<file path="src/hw/rtl/cc20_pkg.sv">
// shared types, constants and helper functions of the chacha20 stream cipher core
// no dependencies; imported by cc20_qr_alu, cc20_block_gen and the top level
package cc20_pkg;

   typedef logic [31:0] word_type;
   typedef logic [15:0][31:0] state_type;
   typedef logic [3:0][1:0] row_amt_type;

   // block constant "expand 32-byte k"
   localparam state_type SigmaWords = {
      384'd0,
      32'h6b206574, 32'h79622d32, 32'h3320646e, 32'h61707865
   };

   localparam int DoubleRounds = 10;
   localparam int StepsPerQuarter = 4;
   localparam int QuartersPerHalf = 4;
   localparam int RoundSteps = DoubleRounds * 2 * QuartersPerHalf * StepsPerQuarter;
   localparam int RoundCntW = $clog2(RoundSteps);
   localparam logic [RoundCntW-1:0] LastRoundCnt = RoundCntW'(RoundSteps - 1);
   localparam int ByteAddrW = 6;
   localparam logic [ByteAddrW-1:0] LastBytePos = 6'd63;

   // configuration register indexes
   localparam int CsrIndexW = 3;
   localparam logic [CsrIndexW-1:0] CSR_KEY_PART0 = 3'd0;
   localparam logic [CsrIndexW-1:0] CSR_KEY_PART1 = 3'd1;
   localparam logic [CsrIndexW-1:0] CSR_KEY_PART2 = 3'd2;
   localparam logic [CsrIndexW-1:0] CSR_KEY_PART3 = 3'd3;
   localparam logic [CsrIndexW-1:0] CSR_NONCE_LOW = 3'd4;
   localparam logic [CsrIndexW-1:0] CSR_NONCE_HIGH = 3'd5;
   localparam logic [CsrIndexW-1:0] CSR_START_COUNTER = 3'd6;

   // add-xor-rotate step within a quarter round
   localparam logic [1:0] STEP_ROT16 = 2'd0;
   localparam logic [1:0] STEP_ROT12 = 2'd1;
   localparam logic [1:0] STEP_ROT8 = 2'd2;
   localparam logic [1:0] STEP_ROT7 = 2'd3;

   typedef struct packed {
      logic start;
   } gen_ctrl_type;

   typedef struct packed {
      logic busy;
      logic done;
   } gen_status_type;

   // rotate each row of the 4x4 word matrix left by its own amount
   function automatic state_type rotate_rows(state_type s, row_amt_type amt);
      state_type res;
      logic [1:0] src;
      res = s;
      for (int r = 0; r < 4; r++) begin
         for (int j = 0; j < 4; j++) begin
            src = 2'(j) + amt[r];
            res[4*r+j] = s[4*r + int'(src)];
         end
      end
      return res;
   endfunction

endpackage

</file>
<file path="src/hw/rtl/chacha20_stream_cipher_core.sv">
// chacha20 stream cipher top level: configuration registers, byte position and item handshake
// depends on cc20_pkg and cc20_block_gen
//
// Each request item is one byte, XORed with the next keystream byte. While a keystream block
// is in hand items are taken back to back unless the response output stalls. A byte that
// needs a new block waits while the block is made: the generator is launched, runs 320
// add-xor-rotate steps on the one shared 32-bit unit (10 double rounds, four steps per
// quarter round), then 16 feed-forward additions on the same adder, and then the byte is
// taken. A byte flagged last drops the rest of its block. Writing start_counter loads the
// block counter; key, nonce and counter take effect at the next block made. The block
// counter wraps at 2^32. Write configuration only while no item is in flight.
module chacha20_stream_cipher_core (
   input  logic                               clock,
   input  logic                               reset,
   input  logic                               csr_write,
   input  logic [cc20_pkg::CsrIndexW-1:0]     csr_index,
   input  logic [63:0]                        csr_wdata,
   input  logic                               req_valid,
   output logic                               req_stall,
   input  logic [7:0]                         req_data_byte,
   input  logic                               req_message_last,
   output logic                               rsp_valid,
   input  logic                               rsp_stall,
   output logic [7:0]                         rsp_cipher_byte,
   output logic                               rsp_out_last
);
   import cc20_pkg::*;

   logic [63:0] key_part0_ff, key_part1_ff, key_part2_ff, key_part3_ff, nonce_low_ff;
   logic [31:0] nonce_high_ff;
   logic [31:0] block_counter_ff, block_counter_in;
   logic [ByteAddrW-1:0] byte_pos_ff, byte_pos_in;
   logic block_ready_ff, block_ready_in;
   logic rsp_valid_ff, rsp_valid_in;
   logic [7:0] cipher_byte_ff;
   logic out_last_ff;

   state_type init_words;
   state_type keystream;
   gen_ctrl_type gen_ctrl;
   gen_status_type gen_status;
   word_type ks_word;
   logic [7:0] ks_byte;
   logic out_free;
   logic req_accept;

   always_comb begin
      init_words = SigmaWords;
      init_words[4] = key_part0_ff[31:0];
      init_words[5] = key_part0_ff[63:32];
      init_words[6] = key_part1_ff[31:0];
      init_words[7] = key_part1_ff[63:32];
      init_words[8] = key_part2_ff[31:0];
      init_words[9] = key_part2_ff[63:32];
      init_words[10] = key_part3_ff[31:0];
      init_words[11] = key_part3_ff[63:32];
      init_words[12] = block_counter_ff;
      init_words[13] = nonce_low_ff[31:0];
      init_words[14] = nonce_low_ff[63:32];
      init_words[15] = nonce_high_ff;
   end

   assign gen_ctrl.start = req_valid && !block_ready_ff && !gen_status.busy;

   cc20_block_gen u_block_gen (
      .clock      (clock),
      .reset      (reset),
      .ctrl       (gen_ctrl),
      .init_words (init_words),
      .status     (gen_status),
      .keystream  (keystream)
   );

   assign out_free = !rsp_valid_ff || !rsp_stall;
   assign req_stall = !(block_ready_ff && out_free);
   assign req_accept = req_valid && !req_stall;

   assign ks_word = keystream[byte_pos_ff[5:2]];
   assign ks_byte = ks_word[{byte_pos_ff[1:0], 3'b000} +: 8];

   always_comb begin
      block_counter_in = block_counter_ff;
      byte_pos_in = byte_pos_ff;
      block_ready_in = block_ready_ff;
      priority if (csr_write && csr_index == CSR_START_COUNTER) begin
         block_counter_in = csr_wdata[31:0];
      end else if (gen_status.done) begin
         block_counter_in = block_counter_ff + 32'd1;
      end else begin
         block_counter_in = block_counter_ff;
      end
      priority if (gen_status.done) begin
         byte_pos_in = '0;
         block_ready_in = 1'b1;
      end else if (req_accept) begin
         if (req_message_last || byte_pos_ff == LastBytePos) begin
            byte_pos_in = '0;
            block_ready_in = 1'b0;
         end else begin
            byte_pos_in = byte_pos_ff + 1'b1;
         end
      end else begin
         byte_pos_in = byte_pos_ff;
         block_ready_in = block_ready_ff;
      end
   end

   always_comb begin
      rsp_valid_in = rsp_valid_ff;
      priority if (req_accept) begin
         rsp_valid_in = 1'b1;
      end else if (!rsp_stall) begin
         rsp_valid_in = 1'b0;
      end else begin
         rsp_valid_in = rsp_valid_ff;
      end
   end

   always_ff @(posedge clock) begin
      if (reset) begin
         key_part0_ff <= '0;
         key_part1_ff <= '0;
         key_part2_ff <= '0;
         key_part3_ff <= '0;
         nonce_low_ff <= '0;
         nonce_high_ff <= '0;
      end else if (csr_write) begin
         unique case (csr_index)
            CSR_KEY_PART0:  key_part0_ff <= csr_wdata;
            CSR_KEY_PART1:  key_part1_ff <= csr_wdata;
            CSR_KEY_PART2:  key_part2_ff <= csr_wdata;
            CSR_KEY_PART3:  key_part3_ff <= csr_wdata;
            CSR_NONCE_LOW:  nonce_low_ff <= csr_wdata;
            CSR_NONCE_HIGH: nonce_high_ff <= csr_wdata[31:0];
            default: begin
            end
         endcase
      end
   end

   always_ff @(posedge clock) begin
      if (reset) begin
         block_counter_ff <= '0;
         byte_pos_ff <= '0;
         block_ready_ff <= 1'b0;
         rsp_valid_ff <= 1'b0;
      end else begin
         block_counter_ff <= block_counter_in;
         byte_pos_ff <= byte_pos_in;
         block_ready_ff <= block_ready_in;
         rsp_valid_ff <= rsp_valid_in;
      end
   end

   always_ff @(posedge clock) begin
      if (req_accept) begin
         cipher_byte_ff <= req_data_byte ^ ks_byte;
         out_last_ff <= req_message_last;
      end
   end

   assign rsp_valid = rsp_valid_ff;
   assign rsp_cipher_byte = cipher_byte_ff;
   assign rsp_out_last = out_last_ff;

`ifndef SYNTHESIS
   a_pos_needs_block: assert property (@(posedge clock) disable iff (reset)
      byte_pos_ff != '0 |-> block_ready_ff)
      else $error("byte position advanced without a keystream block");

   a_busy_not_ready: assert property (@(posedge clock) disable iff (reset)
      gen_status.busy |-> !block_ready_ff)
      else $error("block generation while a block is still in hand");

   a_done_loads: assert property (@(posedge clock) disable iff (reset)
      gen_status.done |=> block_ready_ff && byte_pos_ff == '0)
      else $error("finished block not marked ready at byte zero");
`endif

endmodule

</file>
<file path="src/hw/rtl/cc20_qr_alu.sv">
// shared add-xor-rotate unit, one quarter-round step per use
// depends on cc20_pkg
module cc20_qr_alu (
   input  cc20_pkg::word_type opa,
   input  cc20_pkg::word_type opb,
   input  cc20_pkg::word_type opc,
   input  logic [1:0]         step,
   output cc20_pkg::word_type sum,
   output cc20_pkg::word_type mix
);
   import cc20_pkg::*;

   word_type mixed;

   assign sum = opa + opb;
   assign mixed = opc ^ sum;

   always_comb begin
      unique case (step)
         STEP_ROT16: mix = {mixed[15:0], mixed[31:16]};
         STEP_ROT12: mix = {mixed[19:0], mixed[31:20]};
         STEP_ROT8:  mix = {mixed[23:0], mixed[31:24]};
         STEP_ROT7:  mix = {mixed[24:0], mixed[31:25]};
         default:    mix = mixed;
      endcase
   end

endmodule

</file>
<file path="src/hw/rtl/cc20_block_gen.sv">
// keystream block generator: working state, round sequencer and feed-forward sweep
// depends on cc20_pkg and cc20_qr_alu
module cc20_block_gen (
   input  logic                     clock,
   input  logic                     reset,
   input  cc20_pkg::gen_ctrl_type   ctrl,
   input  cc20_pkg::state_type      init_words,
   output cc20_pkg::gen_status_type status,
   output cc20_pkg::state_type      keystream
);
   import cc20_pkg::*;

   typedef enum logic [2:0] {
      GEN_IDLE  = 3'b001,
      GEN_ROUND = 3'b010,
      GEN_FEED  = 3'b100
   } gen_state_type;

   gen_state_type state_ff, state_in;
   logic [RoundCntW-1:0] cnt_ff, cnt_in;
   state_type work_ff, work_in;
   state_type ks_ff, ks_in;

   logic [1:0] step;
   logic [1:0] quarter;
   logic       diag_half;
   logic       feed_last;
   word_type   opa, opb, opc, sum, mix;
   state_type  work_step;
   row_amt_type rot_amt;

   // counter bits: step, quarter within half round, half round
   assign step = cnt_ff[1:0];
   assign quarter = cnt_ff[3:2];
   assign diag_half = cnt_ff[4];
   assign feed_last = (cnt_ff[3:0] == 4'hf);

   always_comb begin
      priority if (state_ff == GEN_FEED) begin
         opa = work_ff[0];
         opb = init_words[cnt_ff[3:0]];
         opc = work_ff[12];
      end else if (!step[0]) begin
         opa = work_ff[0];
         opb = work_ff[4];
         opc = work_ff[12];
      end else begin
         opa = work_ff[8];
         opb = work_ff[12];
         opc = work_ff[4];
      end
   end

   cc20_qr_alu u_alu (
      .opa  (opa),
      .opb  (opb),
      .opc  (opc),
      .step (step),
      .sum  (sum),
      .mix  (mix)
   );

   // column 0 always holds the active quarter; rows rotate after each quarter,
   // with an extra per-row shift entering and leaving the diagonal half
   always_comb begin
      for (int r = 0; r < 4; r++) begin
         priority if (quarter != 2'd3) begin
            rot_amt[r] = 2'd1;
         end else if (!diag_half) begin
            rot_amt[r] = 2'd1 + 2'(r);
         end else begin
            rot_amt[r] = 2'd1 - 2'(r);
         end
      end
   end

   always_comb begin
      work_step = work_ff;
      if (!step[0]) begin
         work_step[0] = sum;
         work_step[12] = mix;
      end else begin
         work_step[8] = sum;
         work_step[4] = mix;
      end
   end

   always_comb begin
      state_in = state_ff;
      cnt_in = cnt_ff;
      work_in = work_ff;
      ks_in = ks_ff;
      unique case (state_ff)
         GEN_IDLE: begin
            if (ctrl.start) begin
               work_in = init_words;
               cnt_in = '0;
               state_in = GEN_ROUND;
            end
         end
         GEN_ROUND: begin
            work_in = (step == STEP_ROT7) ? rotate_rows(work_step, rot_amt) : work_step;
            if (cnt_ff == LastRoundCnt) begin
               cnt_in = '0;
               state_in = GEN_FEED;
            end else begin
               cnt_in = cnt_ff + 1'b1;
            end
         end
         GEN_FEED: begin
            ks_in = {sum, ks_ff[15:1]};
            work_in = {work_ff[0], work_ff[15:1]};
            cnt_in = cnt_ff + 1'b1;
            if (feed_last) begin
               state_in = GEN_IDLE;
            end
         end
         default: begin
            state_in = GEN_IDLE;
         end
      endcase
   end

   always_ff @(posedge clock) begin
      if (reset) begin
         state_ff <= GEN_IDLE;
         cnt_ff <= '0;
      end else begin
         state_ff <= state_in;
         cnt_ff <= cnt_in;
      end
   end

   always_ff @(posedge clock) begin
      work_ff <= work_in;
      ks_ff <= ks_in;
   end

   assign status.busy = (state_ff != GEN_IDLE);
   assign status.done = (state_ff == GEN_FEED) && feed_last;
   assign keystream = ks_ff;

`ifndef SYNTHESIS
   a_start_idle: assert property (@(posedge clock) disable iff (reset)
      ctrl.start |-> state_ff == GEN_IDLE)
      else $error("block start while generator busy");

   a_round_bound: assert property (@(posedge clock) disable iff (reset)
      state_ff == GEN_ROUND |-> cnt_ff <= LastRoundCnt)
      else $error("round counter past last step");

   a_feed_count: assert property (@(posedge clock) disable iff (reset)
      state_ff == GEN_FEED |-> cnt_ff[RoundCntW-1:4] == '0)
      else $error("feed-forward counter out of range");

   a_done_idle: assert property (@(posedge clock) disable iff (reset)
      status.done |=> state_ff == GEN_IDLE)
      else $error("generator not idle after block done");
`endif

endmodule
</file>
<file path="config.mk">
export PLATFORM = sky130hd
export DESIGN_NAME = chacha20_stream_cipher_core
export DESIGN_NICKNAME = d
export VERILOG_FILES = /design/src/hw/rtl/cc20_pkg.sv /design/src/hw/rtl/chacha20_stream_cipher_core.sv /design/src/hw/rtl/cc20_qr_alu.sv /design/src/hw/rtl/cc20_block_gen.sv
export SDC_FILE = /design/constraint.sdc
export NUM_CORES = 2
export LEC_CHECK = 0
export BUFFER_PORTS_ARGS = -buffer_cell sky130_fd_sc_hd__buf_4
export CORE_MARGIN = 8
export CORE_UTILIZATION = 45
export CTS_CLUSTER_DIAMETER = 200
export DETAILED_ROUTE_END_ITERATION = 16
export SYNTH_ARGS = -nofsm -noshare
export SYNTH_HDL_FRONTEND = slang
export SYNTH_HIERARCHICAL = 1
export SYNTH_SLANG_ARGS = --single-unit
</file>
<file path="constraint.sdc">
create_clock -name clock -period 26.2 [get_ports clock]
set_input_delay 5.24 -clock clock [delete_from_list [all_inputs] [get_ports clock]]
set_output_delay 5.24 -clock clock [all_outputs]
set_load 0.005 [all_outputs]
</file>
==> results.tsv <==
stage	metric	value	unit
clocking	# H-tree levels	4	
clocking	TritonCTS clock tree	done	
sta	final setup violating endpoints	0	
detailed_routing	via count	56670	
logic_synthesis	ys async rst share	0	%
logic_synthesis	post-synthesis compound-gate area fraction	19.19	%
place	number of instances in the placed design	8500	
place	port buffer count	91	
critical_path	critical path data required time	20.96	ns
logic_synthesis	Yosys top cell area share	42.20	%
global_route	first-pass GRT wire length	364.6	mm
floorplan	Initial Utilization	45.22	%
clocking	total clock buffers created by CTS	160	
critical_path	CP max-delay cell	buf_4	
sta	clk_skew	0.03239	ns
logic_synthesis	Post-Syn Instances	6427	
clocking	CTS Hold Bufs	0	
floorplan	io pins	92	
floorplan	core area	0.1626	mm^2
critical_path	Critical Path AT	5.65	ns
place	HPWL after DPL	151.9	mm
clocking	Clock transition at path regs	0.06	ns
logic_synthesis	main area contributors after synthesis	edfxtp_1 42%, dfxtp_1 11%, mux2i_1 5.7%	
logic_synthesis	fraction of synthesized area in multiplexers	13.08	%
sta	RSZ-0062 raised after global routing	false	
global_route	total track usage	27.30	%
logic_synthesis	xor/xnor share of the synthesized area	1.510	%
logic_synthesis	area leader, netlist	edfxtp_1	
sta	worst hold slack	0.4359	ns
critical_path	WS Path Type	in -> out	
floorplan	Die Span Y	420.2	um
clocking	postcts setup bufs	0	
outcome	status	finished, final reports clean	
pwr	Total Power	0.008959	W
finish	Layout Nets	6603	
logic_synthesis	Yosys reg bits	1437	
sta	max-slew violation count	0	
clocking	CTS resizes	0	
sta	Rel. slew slack	6.183	%
detailed_routing	DR iter-0 viols	6780	
finish	commonest non-fill, non-tap cell in the layout	edfxtp_1	
critical_path	crit-path cells	buf_4 > nand2_1 > nand2_1 > buf_4	
clocking	clock sink count	1437	
critical_path	crit path capture type	primary output	
global_route	number of global-route vias before repair	53150	
floorplan	Die W	420.2	um
min_path	HP Class	reg -> reg	
logic_synthesis	mean post-synth cell area	11.44	um^2
logic_synthesis	Post-Synth Adder-Cell Area	0.6059	%
sta	Hold Fails Final Rpt	0	
critical_path	CP max stage delay	0.14	ns
critical_path	critical path peak fanout	3	
finish	share of cells above drive strength 1	13.20	%
flow_run	total of max-cap violations	0	
logic_synthesis	synthesized area	0.07351	mm^2
logic_synthesis	largest family of logic cells by synthesized area	compound AO/OA/AOI/OAI gates	
logic_synthesis	ys flop type	edfxtp_1	
clocking	clk_lat worst skew	0.80	ns
detailed_routing	TritonRoute pass-1 iters	10	
floorplan	Rows	148	
global_route	largest net degree at the start of global routing	195	
logic_synthesis	sequential area share after synthesis	53.20	%
detailed_routing	number of remaining DRC errors	0	
logic_synthesis	yosys warns	6	
critical_path	crit path launch type	primary input	
sta	Setup TNS	0	ns
pwr	peak supply drop	0.1074	mV
finish	fin util	50.42	%
detailed_routing	routed len/inst	28.49	um
finish	final cell count without fillers	8808	
place	GP Congestion	0.9492	
clocking	deepest clock path buffer count	3	
finish	Fillers	14450	
pwr	Pleak	26.73	nW
logic_synthesis	EDFF count, synth	1033	
detailed_routing	Routed WL	251.0	mm
floorplan	die area	0.1766	mm^2
logic_synthesis	Distinct cells, synth	100	
detailed_routing	drt via density	6.434	
global_route	total global routing overflow	0	
sta	Worst Tran Pin Value	1.407	ns
sta	maximum clock rate	91.84	MHz
finish	most frequent cells in the layout	1033 x edfxtp_1, 910 x nand2_1, 572 x a21oi_1	
finish	Layout area overhead	11.52	%
logic_synthesis	Synth Area in Simple Gates	8.964	%
detailed_routing	antenna viol nets, final	0	
sta	post-route minimum period	10.89	ns
global_route	initial antenna violation count	25	
clocking	CTS Root Cell	clkbuf_16	
pwr	PD cells	109.3	mW/mm^2
sta	crit share post-route	41.56	%
stage by stage:
step	worst slack, ns	area (um^2)
2_1_floorplan	2.351	74470
3_3_place_gp	15.29	76700
3_5_place_dp	15.31	76700
4_1_cts	15.31	81950
5_1_grt	15.28	81960
6_report	15.31	81980
power breakdown:
part           switching, W  total (W)  internal [W]  leakage (nW)
Combinational       0.00239    0.00338      0.000998          11.3
Clock              0.000960    0.00229       0.00133          2.56
Sequential         0.000339    0.00329       0.00295          12.9
Total               0.00369    0.00896       0.00527          26.7
per-layer routing:
layer,track usage [%],up-vias,wire [um]
met5,0,-,108
met4,12.27,18,12300
met3,5.890,673,23920
met2,41.43,3141,110300
met1,37.65,28080,104300
li1,-,24770,-
flip-flops by register name, summed over array words and instances (netlist names):
| register | flops |
|---|---|
| u_block_gen/keystream | 512 |
| u_block_gen/work_ff | 512 |
| key_part0_ff | 64 |
| key_part1_ff | 64 |
| key_part2_ff | 64 |
| key_part3_ff | 64 |
| nonce_low_ff | 64 |
| block_counter_ff | 32 |
| nonce_high_ff | 32 |
| u_block_gen/cnt_ff | 9 |
| rsp_cipher_byte | 8 |
| byte_pos_ff | 6 |
| u_block_gen/state_ff | 3 |
| block_ready_ff | 1 |
| rsp_out_last | 1 |
| rsp_valid | 1 |
layout make-up:
type | count | area (um^2) | share of cell area, %
timing repair buffer | 210 | 1647 | 2.008
antenna | 12 | 30.03 | 0.03663
tap | 2175 | 2721 | 3.319
inverter | 29 | 130.1 | 0.1587
clock inverter | 76 | 857.1 | 1.045
multi-input combinational | 4649 | 33070 | 40.33
sequential | 1437 | 39140 | 47.74
clock buffer | 220 | 4394 | 5.360
kinds of logic after synthesis:
family	count (synthesis)
xor gates and xnor gates	110
and+or+nand+nor	1564
AOI/OAI and AO/OA	1944
other	2
DFF	1437
buffers and inverters	595
adders and majority gates	35
muxes	740
worst max-delay path, delay by kind of cell:
family | cells | cell delay [ns]
AND/OR/NAND/NOR | 2 | 0.17
buffers and inverters | 2 | 0.25
synth_stat cells (58+ instances only):
cell	n
edfxtp_1	1033
nand2_1	917
a21oi_1	572
mux2i_1	422
dfxtp_1	404
nor2_1	388
clkbuf_1	370
a221o_1	316
a211oi_1	244
mux4_2	161
buf_2	158
mux2_2	157
o21ai_0	151
a22o_1	117
a22oi_1	94
a221oi_1	58
final timing paths:
check	start	to	slack (ns)	cells after the start
hold reg to reg	u_block_gen/keystream[93]	u_block_gen/keystream[61]	0.44	0
setup reg to reg	u_block_gen/state_ff[2]	u_block_gen/work_ff[198]	17.00	21
setup / recovery	rsp_stall	req_stall	15.31	4
hold / removal	u_block_gen/keystream[93]	u_block_gen/keystream[61]	0.44	0
Power figures use the tool's default switching activity.
